==> src/rtl/core/gqor_pkg.sv <==
// Shared types and constants for the group quantile overlap range block.
package gqor_pkg;

	localparam int MAX_SAMPLES = 65536;
	localparam int VAL_W = 32;
	localparam int VAR_W = 8;
	// sample counters must hold MAX_SAMPLES itself
	localparam int CNT_W = $clog2(MAX_SAMPLES + 1);
	// lower rank never exceeds ceil(MAX_SAMPLES/40)
	localparam int LOR_MAX = (MAX_SAMPLES + 39) / 40;
	localparam int LOR_W = $clog2(LOR_MAX + 1);
	// rank period of the 2.5% point
	localparam int RANK_DIV = 40;
	localparam int MOD_W = $clog2(RANK_DIV);

	localparam logic [CNT_W-1:0] CNT_MAX = CNT_W'(MAX_SAMPLES);
	localparam logic [CNT_W-1:0] CNT_ONE = CNT_W'(1);
	localparam logic [MOD_W-1:0] MOD_LAST = MOD_W'(RANK_DIV - 1);

	localparam logic signed [VAL_W-1:0] VAL_LARGEST = {1'b0, {(VAL_W-1){1'b1}}};
	localparam logic signed [VAL_W-1:0] VAL_SMALLEST = {1'b1, {(VAL_W-1){1'b0}}};

	// item kinds
	localparam logic REQ_TALLY = 1'b0;
	localparam logic REQ_SORTED = 1'b1;

	typedef logic signed [VAL_W-1:0] val_t;

	// per group control for one item
	typedef struct packed {
		logic tally_clr; // new data set: totals and captures back to reset
		logic tally_inc; // count one sample of this group
		logic smp_inc;   // one sorted sample of this group
		logic var_clr;   // end of variable: seen count and captures back to reset
	} grp_ctl_t;

	// per group status, captures include the current sample
	typedef struct packed {
		logic few;
		val_t lo_val;
		val_t hi_val;
	} grp_stat_t;

	// merged range of one variable
	typedef struct packed {
		val_t range_low;
		val_t range_high;
		logic range_ok;
	} range_t;

endpackage

==> src/rtl/core/gqor_if.sv <==
// Item channel interfaces: sample input and range result.
interface gqor_in_if;
	logic valid;
	logic ready;
	logic req_type;
	logic treated;
	logic [gqor_pkg::VAR_W-1:0] var_index;
	logic signed [gqor_pkg::VAL_W-1:0] sample_value;
	logic last_in_var;

	modport source (output valid, req_type, treated, var_index, sample_value, last_in_var,
		input ready);
	modport sink (input valid, req_type, treated, var_index, sample_value, last_in_var,
		output ready);
endinterface

interface gqor_out_if;
	logic valid;
	logic ready;
	logic [gqor_pkg::VAR_W-1:0] out_var;
	logic signed [gqor_pkg::VAL_W-1:0] range_low;
	logic signed [gqor_pkg::VAL_W-1:0] range_high;
	logic range_ok;
	logic overlap_so_far;

	modport source (output valid, out_var, range_low, range_high, range_ok, overlap_so_far,
		input ready);
	modport sink (input valid, out_var, range_low, range_high, range_ok, overlap_so_far,
		output ready);
endinterface

==> src/rtl/core/gqor_group.sv <==
// One group's tally, rank counters, seen counter and quantile captures.
module gqor_group (
	input  logic                clk,
	input  logic                arst_n,
	input  gqor_pkg::grp_ctl_t  ctl,
	input  gqor_pkg::val_t      sample_value,
	output gqor_pkg::grp_stat_t stat
);

	localparam logic [gqor_pkg::MOD_W-1:0] MOD_ONE = gqor_pkg::MOD_W'(1);
	localparam logic [gqor_pkg::LOR_W-1:0] LOR_ONE = gqor_pkg::LOR_W'(1);

	logic [gqor_pkg::CNT_W-1:0] tot_q, tot_base, tot_n;
	logic [gqor_pkg::MOD_W-1:0] mod_q, mod_base, mod_n;
	logic [gqor_pkg::LOR_W-1:0] lor_q, lor_base, lor_n;
	logic [gqor_pkg::CNT_W-1:0] hir_q, hir_base, hir_n;
	logic [gqor_pkg::CNT_W-1:0] seen_q, seen_n;
	gqor_pkg::val_t lo_q, hi_q, lo_n, hi_n;

	// tally: ceil(n/40) steps when n leaves a multiple of 40, floor(39n/40) otherwise
	always_comb begin
		tot_base = ctl.tally_clr ? '0 : tot_q;
		mod_base = ctl.tally_clr ? '0 : mod_q;
		lor_base = ctl.tally_clr ? '0 : lor_q;
		hir_base = ctl.tally_clr ? '0 : hir_q;
		tot_n = tot_base;
		mod_n = mod_base;
		lor_n = lor_base;
		hir_n = hir_base;
		if (ctl.tally_inc && tot_base < gqor_pkg::CNT_MAX) begin
			tot_n = tot_base + gqor_pkg::CNT_ONE;
			mod_n = (mod_base == gqor_pkg::MOD_LAST) ? '0 : mod_base + MOD_ONE;
			if (mod_base == '0) begin
				lor_n = lor_base + LOR_ONE;
			end else begin
				hir_n = hir_base + gqor_pkg::CNT_ONE;
			end
		end
	end

	// rank match on the saturating seen count
	always_comb begin
		seen_n = seen_q;
		lo_n = lo_q;
		hi_n = hi_q;
		if (ctl.smp_inc) begin
			if (seen_q < gqor_pkg::CNT_MAX) begin
				seen_n = seen_q + gqor_pkg::CNT_ONE;
			end
			if (seen_n == gqor_pkg::CNT_W'(lor_q)) begin
				lo_n = sample_value;
			end
			if (seen_n == hir_q) begin
				hi_n = sample_value;
			end
		end
	end

	always_ff @(posedge clk or negedge arst_n) begin
		if (!arst_n) begin
			tot_q <= '0;
			mod_q <= '0;
			lor_q <= '0;
			hir_q <= '0;
			seen_q <= '0;
			lo_q <= gqor_pkg::VAL_LARGEST;
			hi_q <= gqor_pkg::VAL_SMALLEST;
		end else begin
			tot_q <= tot_n;
			mod_q <= mod_n;
			lor_q <= lor_n;
			hir_q <= hir_n;
			if (ctl.tally_clr || ctl.var_clr) begin
				seen_q <= '0;
				lo_q <= gqor_pkg::VAL_LARGEST;
				hi_q <= gqor_pkg::VAL_SMALLEST;
			end else begin
				seen_q <= seen_n;
				lo_q <= lo_n;
				hi_q <= hi_n;
			end
		end
	end

	assign stat.few = (tot_q <= gqor_pkg::CNT_ONE);
	assign stat.lo_val = lo_n;
	assign stat.hi_val = hi_n;

endmodule

==> src/rtl/core/gqor_merge.sv <==
// Combines both groups' quantiles into the overlap range of a variable.
module gqor_merge (
	input  gqor_pkg::grp_stat_t trt,
	input  gqor_pkg::grp_stat_t ctrl,
	output gqor_pkg::range_t    range
);

	gqor_pkg::val_t lo_max, hi_min;

	// larger of the lows, smaller of the highs
	assign lo_max = (trt.lo_val < ctrl.lo_val) ? ctrl.lo_val : trt.lo_val;
	assign hi_min = (trt.hi_val < ctrl.hi_val) ? trt.hi_val : ctrl.hi_val;

	// a group of one sample or none reports the extreme codes
	always_comb begin
		if (trt.few || ctrl.few) begin
			range.range_low = gqor_pkg::VAL_LARGEST;
			range.range_high = gqor_pkg::VAL_SMALLEST;
			range.range_ok = 1'b0;
		end else begin
			range.range_low = lo_max;
			range.range_high = hi_min;
			range.range_ok = (lo_max < hi_min);
		end
	end

endmodule

==> src/rtl/core/group_quantile_overlap_range.sv <==
// Each item is registered at the input, then updates the group counters and quantile
// captures as it advances, and a variable's range lands in the output register in that
// same cycle; one item is accepted per clock when not stalled. Tally items (req_type 0) count
// treated and control samples; the sorted samples of each variable follow in ascending
// order, and the one marked last_in_var yields the range result. A tally item arriving after
// any sorted sample starts a new data set. Input ready drops only while a result-producing
// item waits for the output register to be taken.
module group_quantile_overlap_range (
	input  logic              clk,
	input  logic              arst_n,
	gqor_in_if.sink           req,
	gqor_out_if.source        rsp
);

	// input stage
	logic valid_s1;
	logic req_type_s1, treated_s1, last_s1;
	logic [gqor_pkg::VAR_W-1:0] var_s1;
	gqor_pkg::val_t value_s1;

	logic adv, has_result, is_sorted;
	logic ranked_q, ovl_q, ovl_n;
	gqor_pkg::grp_ctl_t trt_ctl, ctrl_ctl;
	gqor_pkg::grp_stat_t trt_stat, ctrl_stat;
	gqor_pkg::range_t range;

	// output register
	logic out_valid_q;
	logic [gqor_pkg::VAR_W-1:0] out_var_q;
	gqor_pkg::val_t range_low_q, range_high_q;
	logic range_ok_q, overlap_q;

	assign is_sorted = (req_type_s1 == gqor_pkg::REQ_SORTED);
	assign has_result = is_sorted && last_s1;
	assign adv = valid_s1 && (!has_result || !out_valid_q || rsp.ready);
	assign req.ready = !valid_s1 || adv;

	always_ff @(posedge clk or negedge arst_n) begin
		if (!arst_n) begin
			valid_s1 <= 1'b0;
		end else if (req.ready) begin
			valid_s1 <= req.valid;
		end
	end

	always_ff @(posedge clk) begin
		if (req.ready && req.valid) begin
			req_type_s1 <= req.req_type;
			treated_s1 <= req.treated;
			var_s1 <= req.var_index;
			value_s1 <= req.sample_value;
			last_s1 <= req.last_in_var;
		end
	end

	// group controls
	always_comb begin
		trt_ctl.tally_clr = adv && !is_sorted && ranked_q;
		trt_ctl.tally_inc = adv && !is_sorted && treated_s1;
		trt_ctl.smp_inc = adv && is_sorted && treated_s1;
		trt_ctl.var_clr = adv && has_result;
		ctrl_ctl.tally_clr = trt_ctl.tally_clr;
		ctrl_ctl.tally_inc = adv && !is_sorted && !treated_s1;
		ctrl_ctl.smp_inc = adv && is_sorted && !treated_s1;
		ctrl_ctl.var_clr = trt_ctl.var_clr;
	end

	gqor_group u_trt (
		.clk(clk),
		.arst_n(arst_n),
		.ctl(trt_ctl),
		.sample_value(value_s1),
		.stat(trt_stat)
	);

	gqor_group u_ctrl (
		.clk(clk),
		.arst_n(arst_n),
		.ctl(ctrl_ctl),
		.sample_value(value_s1),
		.stat(ctrl_stat)
	);

	gqor_merge u_merge (
		.trt(trt_stat),
		.ctrl(ctrl_stat),
		.range(range)
	);

	assign ovl_n = ovl_q && range.range_ok;

	// phase and running overlap flag
	always_ff @(posedge clk or negedge arst_n) begin
		if (!arst_n) begin
			ranked_q <= 1'b0;
			ovl_q <= 1'b1;
		end else if (adv) begin
			ranked_q <= is_sorted;
			if (trt_ctl.tally_clr) begin
				ovl_q <= 1'b1;
			end else if (has_result) begin
				ovl_q <= ovl_n;
			end
		end
	end

	// result register
	always_ff @(posedge clk or negedge arst_n) begin
		if (!arst_n) begin
			out_valid_q <= 1'b0;
		end else if (adv && has_result) begin
			out_valid_q <= 1'b1;
		end else if (rsp.ready) begin
			out_valid_q <= 1'b0;
		end
	end

	always_ff @(posedge clk) begin
		if (adv && has_result) begin
			out_var_q <= var_s1;
			range_low_q <= range.range_low;
			range_high_q <= range.range_high;
			range_ok_q <= range.range_ok;
			overlap_q <= ovl_n;
		end
	end

	assign rsp.valid = out_valid_q;
	assign rsp.out_var = out_var_q;
	assign rsp.range_low = range_low_q;
	assign rsp.range_high = range_high_q;
	assign rsp.range_ok = range_ok_q;
	assign rsp.overlap_so_far = overlap_q;

`ifndef ASSERT_OFF
	// a valid range is a nonempty interval
	a_ok_ordered: assert property (@(posedge clk) disable iff (!arst_n)
		rsp.valid && rsp.range_ok |-> (rsp.range_low < rsp.range_high))
		else $error("range_ok with range_low not below range_high");

	// the running flag cannot survive an invalid variable
	a_ovl_and: assert property (@(posedge clk) disable iff (!arst_n)
		rsp.valid && !rsp.range_ok |-> !rsp.overlap_so_far)
		else $error("overlap_so_far set on an invalid range");

	// a tally item always leaves the ranked phase
	a_tally_phase: assert property (@(posedge clk) disable iff (!arst_n)
		adv && !is_sorted |=> !ranked_q)
		else $error("ranked phase kept after a tally item");
`endif

endmodule

==> src/flat_wrapper.sv <==
// flat-port wrapper written by rule: the top's interface ports become plain ports
module group_quantile_overlap_range_flat 
  (clk, arst_n, req_valid, req_req_type, req_treated, req_var_index, req_sample_value, req_last_in_var, req_ready, rsp_valid, rsp_out_var, rsp_range_low, rsp_range_high, rsp_range_ok, rsp_overlap_so_far, rsp_ready);
  gqor_in_if req_i ();
  gqor_out_if rsp_i ();
  input  logic clk;
  input  logic arst_n;
  input wire logic [$bits(req_i.valid)-1:0] req_valid;
  input wire logic [$bits(req_i.req_type)-1:0] req_req_type;
  input wire logic [$bits(req_i.treated)-1:0] req_treated;
  input wire logic [$bits(req_i.var_index)-1:0] req_var_index;
  input wire logic [$bits(req_i.sample_value)-1:0] req_sample_value;
  input wire logic [$bits(req_i.last_in_var)-1:0] req_last_in_var;
  output wire logic [$bits(req_i.ready)-1:0] req_ready;
  output wire logic [$bits(rsp_i.valid)-1:0] rsp_valid;
  output wire logic [$bits(rsp_i.out_var)-1:0] rsp_out_var;
  output wire logic [$bits(rsp_i.range_low)-1:0] rsp_range_low;
  output wire logic [$bits(rsp_i.range_high)-1:0] rsp_range_high;
  output wire logic [$bits(rsp_i.range_ok)-1:0] rsp_range_ok;
  output wire logic [$bits(rsp_i.overlap_so_far)-1:0] rsp_overlap_so_far;
  input wire logic [$bits(rsp_i.ready)-1:0] rsp_ready;
  assign req_i.valid = req_valid;
  assign req_i.req_type = req_req_type;
  assign req_i.treated = req_treated;
  assign req_i.var_index = req_var_index;
  assign req_i.sample_value = req_sample_value;
  assign req_i.last_in_var = req_last_in_var;
  assign req_ready = req_i.ready;
  assign rsp_valid = rsp_i.valid;
  assign rsp_out_var = rsp_i.out_var;
  assign rsp_range_low = rsp_i.range_low;
  assign rsp_range_high = rsp_i.range_high;
  assign rsp_range_ok = rsp_i.range_ok;
  assign rsp_overlap_so_far = rsp_i.overlap_so_far;
  assign rsp_i.ready = rsp_ready;
  group_quantile_overlap_range u_core (.clk(clk), .arst_n(arst_n), .req(req_i), .rsp(rsp_i));
endmodule
==> config.mk <==
export PLATFORM = sky130hd
export DESIGN_NAME = group_quantile_overlap_range_flat
export DESIGN_NICKNAME = d
export VERILOG_FILES = /design/src/rtl/core/gqor_pkg.sv /design/src/rtl/core/gqor_if.sv /design/src/rtl/core/gqor_group.sv /design/src/rtl/core/gqor_merge.sv /design/src/rtl/core/group_quantile_overlap_range.sv /design/src/flat_wrapper.sv
export SDC_FILE = /design/constraint.sdc
export NUM_CORES = 1
export LEC_CHECK = 0
export BUFFER_PORTS_ARGS = -buffer_cell sky130_fd_sc_hd__buf_4
export CORE_MARGIN = 5
export CORE_UTILIZATION = 62
export DETAILED_ROUTE_END_ITERATION = 8
export PLACE_DENSITY = 0.81
export SLEW_MARGIN = 40
export SYNTH_ARGS = -nofsm -noshare
export SYNTH_HDL_FRONTEND = slang
export SYNTH_SLANG_ARGS = --single-unit
==> constraint.sdc <==
create_clock -name clk -period 11.35 [get_ports clk]
set_input_delay 1.7025 -clock clk [delete_from_list [all_inputs] [get_ports clk]]
set_output_delay 1.7025 -clock clk [all_outputs]
set_load 0.05 [all_outputs]
==> results.py <==
metrics = {
    "worst_setup_path": {
        "endpoint_kind": "flop",
        "crit_path_max_incr_delay_ns": 0.69,
        "critPathBufInv": 3,
        "crit_top_cell": "a21o_1",
        "crit_fanout": 50,
        "slowest_stage": "nor3_1",
        "worstSetupPathType": "in -> reg",
        "worstPathArrival_ns": 10.14,
        "r2r_slack_ns": 2.16,
        "crit_end": "u_core.rsp.overlap_so_far",
        "r2r_end": "u_core.rsp.overlap_so_far",
        "crit_cells": 35,
        "critical_path_required_ns": 11.70,
        "start_kind": "primary input",
        "reg2reg_depth": 34,
        "r2r-start": "u_core.u_ctrl.seen_q[16]",
        "path_delay_family": "compound AO/OA/AOI/OAI gates",
        "cp-startpoint": "rsp_ready",
    },
    "grt": {
        "grt_pass1_vias": 15915,
        "antenna_found_initial": 0,
        "globalRouteTotalUtil_pct": 26.53,
        "grt_overflow_total": 0,
        "grt_max_degree": 94,
        "grt_pass1_wl_um": 83850,
    },
    "pwr": {
        "p_sw_mw": 2.319,
        "ir_drop_mv": 0.2676,
        "combPwrFrac_pct": 49.0,
        "power.share.clock_pct": 22.2,
        "p_sw_share_pct": 40.48,
        "power_density_nw_per_um2": 238.9,
        "seqPwrFrac_pct": 28.8,
        "leakagePower_nw": 10.13,
        "intPower_mw": 3.410,
    },
    "synthesis": {
        "syn-num-nets": 2201,
        "yosysWarningCount": 0,
        "yosysTopAreaCell": "dfrtp_1",
        "synth_ff_type": "dfrtp_1",
        "ys_types": 84,
        "synth_edf_count": 117,
        "synth.most_common_cell": "nor2_1",
        "ys_async_sr_fraction_pct": 69.61,
        "netlist_instances": 2052,
        "ys_seq_elements": 385,
        "synth_top_area_share_pct": 23.65,
        "synth_area_um2": 21480,
        "synth.avg_cell_area_um2": 10.47,
        "synth_area_leaders": "dfrtp_1 24%, edfxtp_1 16%, dfstp_2 7.9%",
        "synth_common_cells": "210 x nor2_1, 203 x dfrtp_1, 180 x nand2_1, 117 x edfxtp_1, 106 x xor2_1",
        "seq_area_frac_synth_pct": 47.95,
    },
    "sta": {
        "fin_crit_ns": 9.789,
        "holdWs_ns": 0.4171,
        "rsz0062_at_grt": "no",
        "worst_slack_ns": 1.561,
        "setup_viol": 0,
        "maxSlewHeadroom_pct": 44.10,
        "fin_setup_tns_ns": 0,
        "tightestPinTransition_ns": 0.8321,
        "period_share_pct": 86.24,
        "hold_viol": 0,
        "skew_ns": 0.02068,
        "slew_violations": 0,
        "fmax_ghz": 0.1022,
    },
    "floorplanning": {
        "die_h_um": 196.1,
        "ios": 123,
        "initial_core_util_pct": 62.50,
        "fp.dieW_um": 196.1,
        "num_rows": 68,
        "fp.coreArea_um2": 34370,
        "die_area_um2": 38470,
    },
    "clock_tree": {
        "tritoncts": "done",
        "cts_sinks": 385,
        "cts-resized-gates": 0,
        "htreeDepth": 2,
        "cts_hold_buf": 0,
        "cts.clk_slew.worst_paths_ns": 0.06,
        "cts_made_buffers": 41,
        "clk-insertion-delay-late_ns": 0.53,
        "cts_setup_buffers": 0,
        "clockBufferDepth": 3,
        "clock_tree.root_cell": "clkbuf_16",
    },
    "flow_run": {
        "cap_violations": 0,
    },
    "routing": {
        "avgViaCountPerCell": 6.067,
        "avgRoutedWirePerCell_um": 19.64,
        "drc": 0,
        "vias": 15865,
        "ant_nets": 0,
        "drt_iter0_drc": 1108,
        "wl_um": 51370,
        "drtPass1Iterations": 5,
    },
    "final_layout": {
        "design_area_um2": 23990,
        "finalNetCount": 2279,
        "area_delta_synth_final_pct": 11.65,
        "n_antenna_cell": 0,
        "drive_gt1_share_pct": 17.82,
        "finalNonFillerCells": 2615,
    },
    "hold_path": {
        "worstHoldStart": "u_core.var_s1[7]",
        "hp-class": "reg -> reg",
    },
    "place": {
        "dp_cells": 2542,
        "port_buffers": 122,
        "preCtsSetupSlack_ns": 1.140,
        "place_area_um2": 22720,
        "place_congestion": 0.9097,
        "dp_hpwl_um": 35500,
    },
    "outcome": {
        "outcome": "completed",
    },
}
-- layer usage --
layer  up-vias  track usage, %  wire, µm
li1       7402               -         -
met5         -               0         0
met4         0           7.551      1354
met3        99           4.001      3006
met1      7834           36.57     22260
met2       530           44.17     24750
-- logic make-up (layout without fill, tap and decap cells) --
family          count (synthesis)  after routing  share of synthesized area, %
compound gates                284            284                         9.296
buf+inv                       166            274                         3.360
simple gates                  778            778                         18.29
mux                           148            148                         7.187
xor+xnor                      188            188                         7.921
flops                         385            385                         47.95
fa+ha+maj                     103            103                         5.993
-- registers in the layout, indices dropped and copies added (netlist names), 6 cells and up --
name	flops
u_core.u_ctrl.lo_q	32
u_core.u_trt.lo_q	32
u_core.rsp.range_low	32
u_core.rsp.range_high	32
u_core.u_trt.hi_q	32
u_core.u_trt.mod_q	6
u_core.value_s1	32
u_core.u_trt.seen_q	17
u_core.u_trt.hir_q	17
u_core.var_s1	8
u_core.u_ctrl.seen_q	17
u_core.u_ctrl.hir_q	17
u_core.rsp.out_var	8
u_core.u_ctrl.hi_q	32
u_core.u_ctrl.lor_q	11
u_core.u_ctrl.mod_q	6
u_core.u_ctrl.tot_q	17
u_core.u_trt.tot_q	17
u_core.u_trt.lor_q	11
-- final cells by class --
type                       count  area [µm²]
multi-input combinational   1501       10510
fill                        2575       10390
sequential                   385       10300
timing repair buffer         144        1136
clock buffer                  54        1085
tap                          455       569.3
inverter                      57       215.2
clock inverter                19       171.4
-- power groups by stage --
| stage | Clock (mW) | Combinational (mW) | Sequential, mW |
|---|---|---|---|
| after global routing | 1.36 | 3.09 | 1.66 |
| after floorplan | 0 | 2.10 | 1.68 |
| after global placement | 0 | 2.64 | 1.67 |
| after CTS | 1.29 | 2.77 | 1.65 |
| after detailed placement | 0 | 2.73 | 1.67 |
| final | 1.27 | 2.81 | 1.65 |
-- cell usage in the layout, fill, tap and decap left out, types with 56 or more instances in the layout --
cell | netlist | routed
nand3_1 | 70 | 70
buf_4 | 6 | 135
dfstp_2 | 65 | 65
a21o_1 | 61 | 61
ha_1 | 102 | 102
a21oi_1 | 58 | 57
xnor2_1 | 78 | 78
mux2i_1 | 103 | 103
edfxtp_1 | 117 | 117
nand2_1 | 180 | 178
xor2_1 | 106 | 106
nor2_1 | 210 | 208
inv_1 | 57 | 56
dfrtp_1 | 203 | 203
-- stage by stage --
stage,power [mW],util (%)
after detailed placement,4.409,66.10
after global placement,4.304,66.02
after floorplan,3.774,-
final,5.729,69.78
after CTS,5.712,69.76
after global routing,6.113,69.78
-- worst min-delay path by stage --
stage,end,slack [ns],cells past startpoint
global placement,u_core.rsp.out_var[5],0.40,0
detailed placement,u_core.rsp.out_var[7],0.41,0
finish,u_core.rsp.out_var[7],0.42,0
floorplan,u_core.rsp.out_var[0],0.40,0
CTS,u_core.rsp.out_var[7],0.42,0
global route,u_core.rsp.out_var[1],0.43,0
Power figures use the tool's default switching activity.
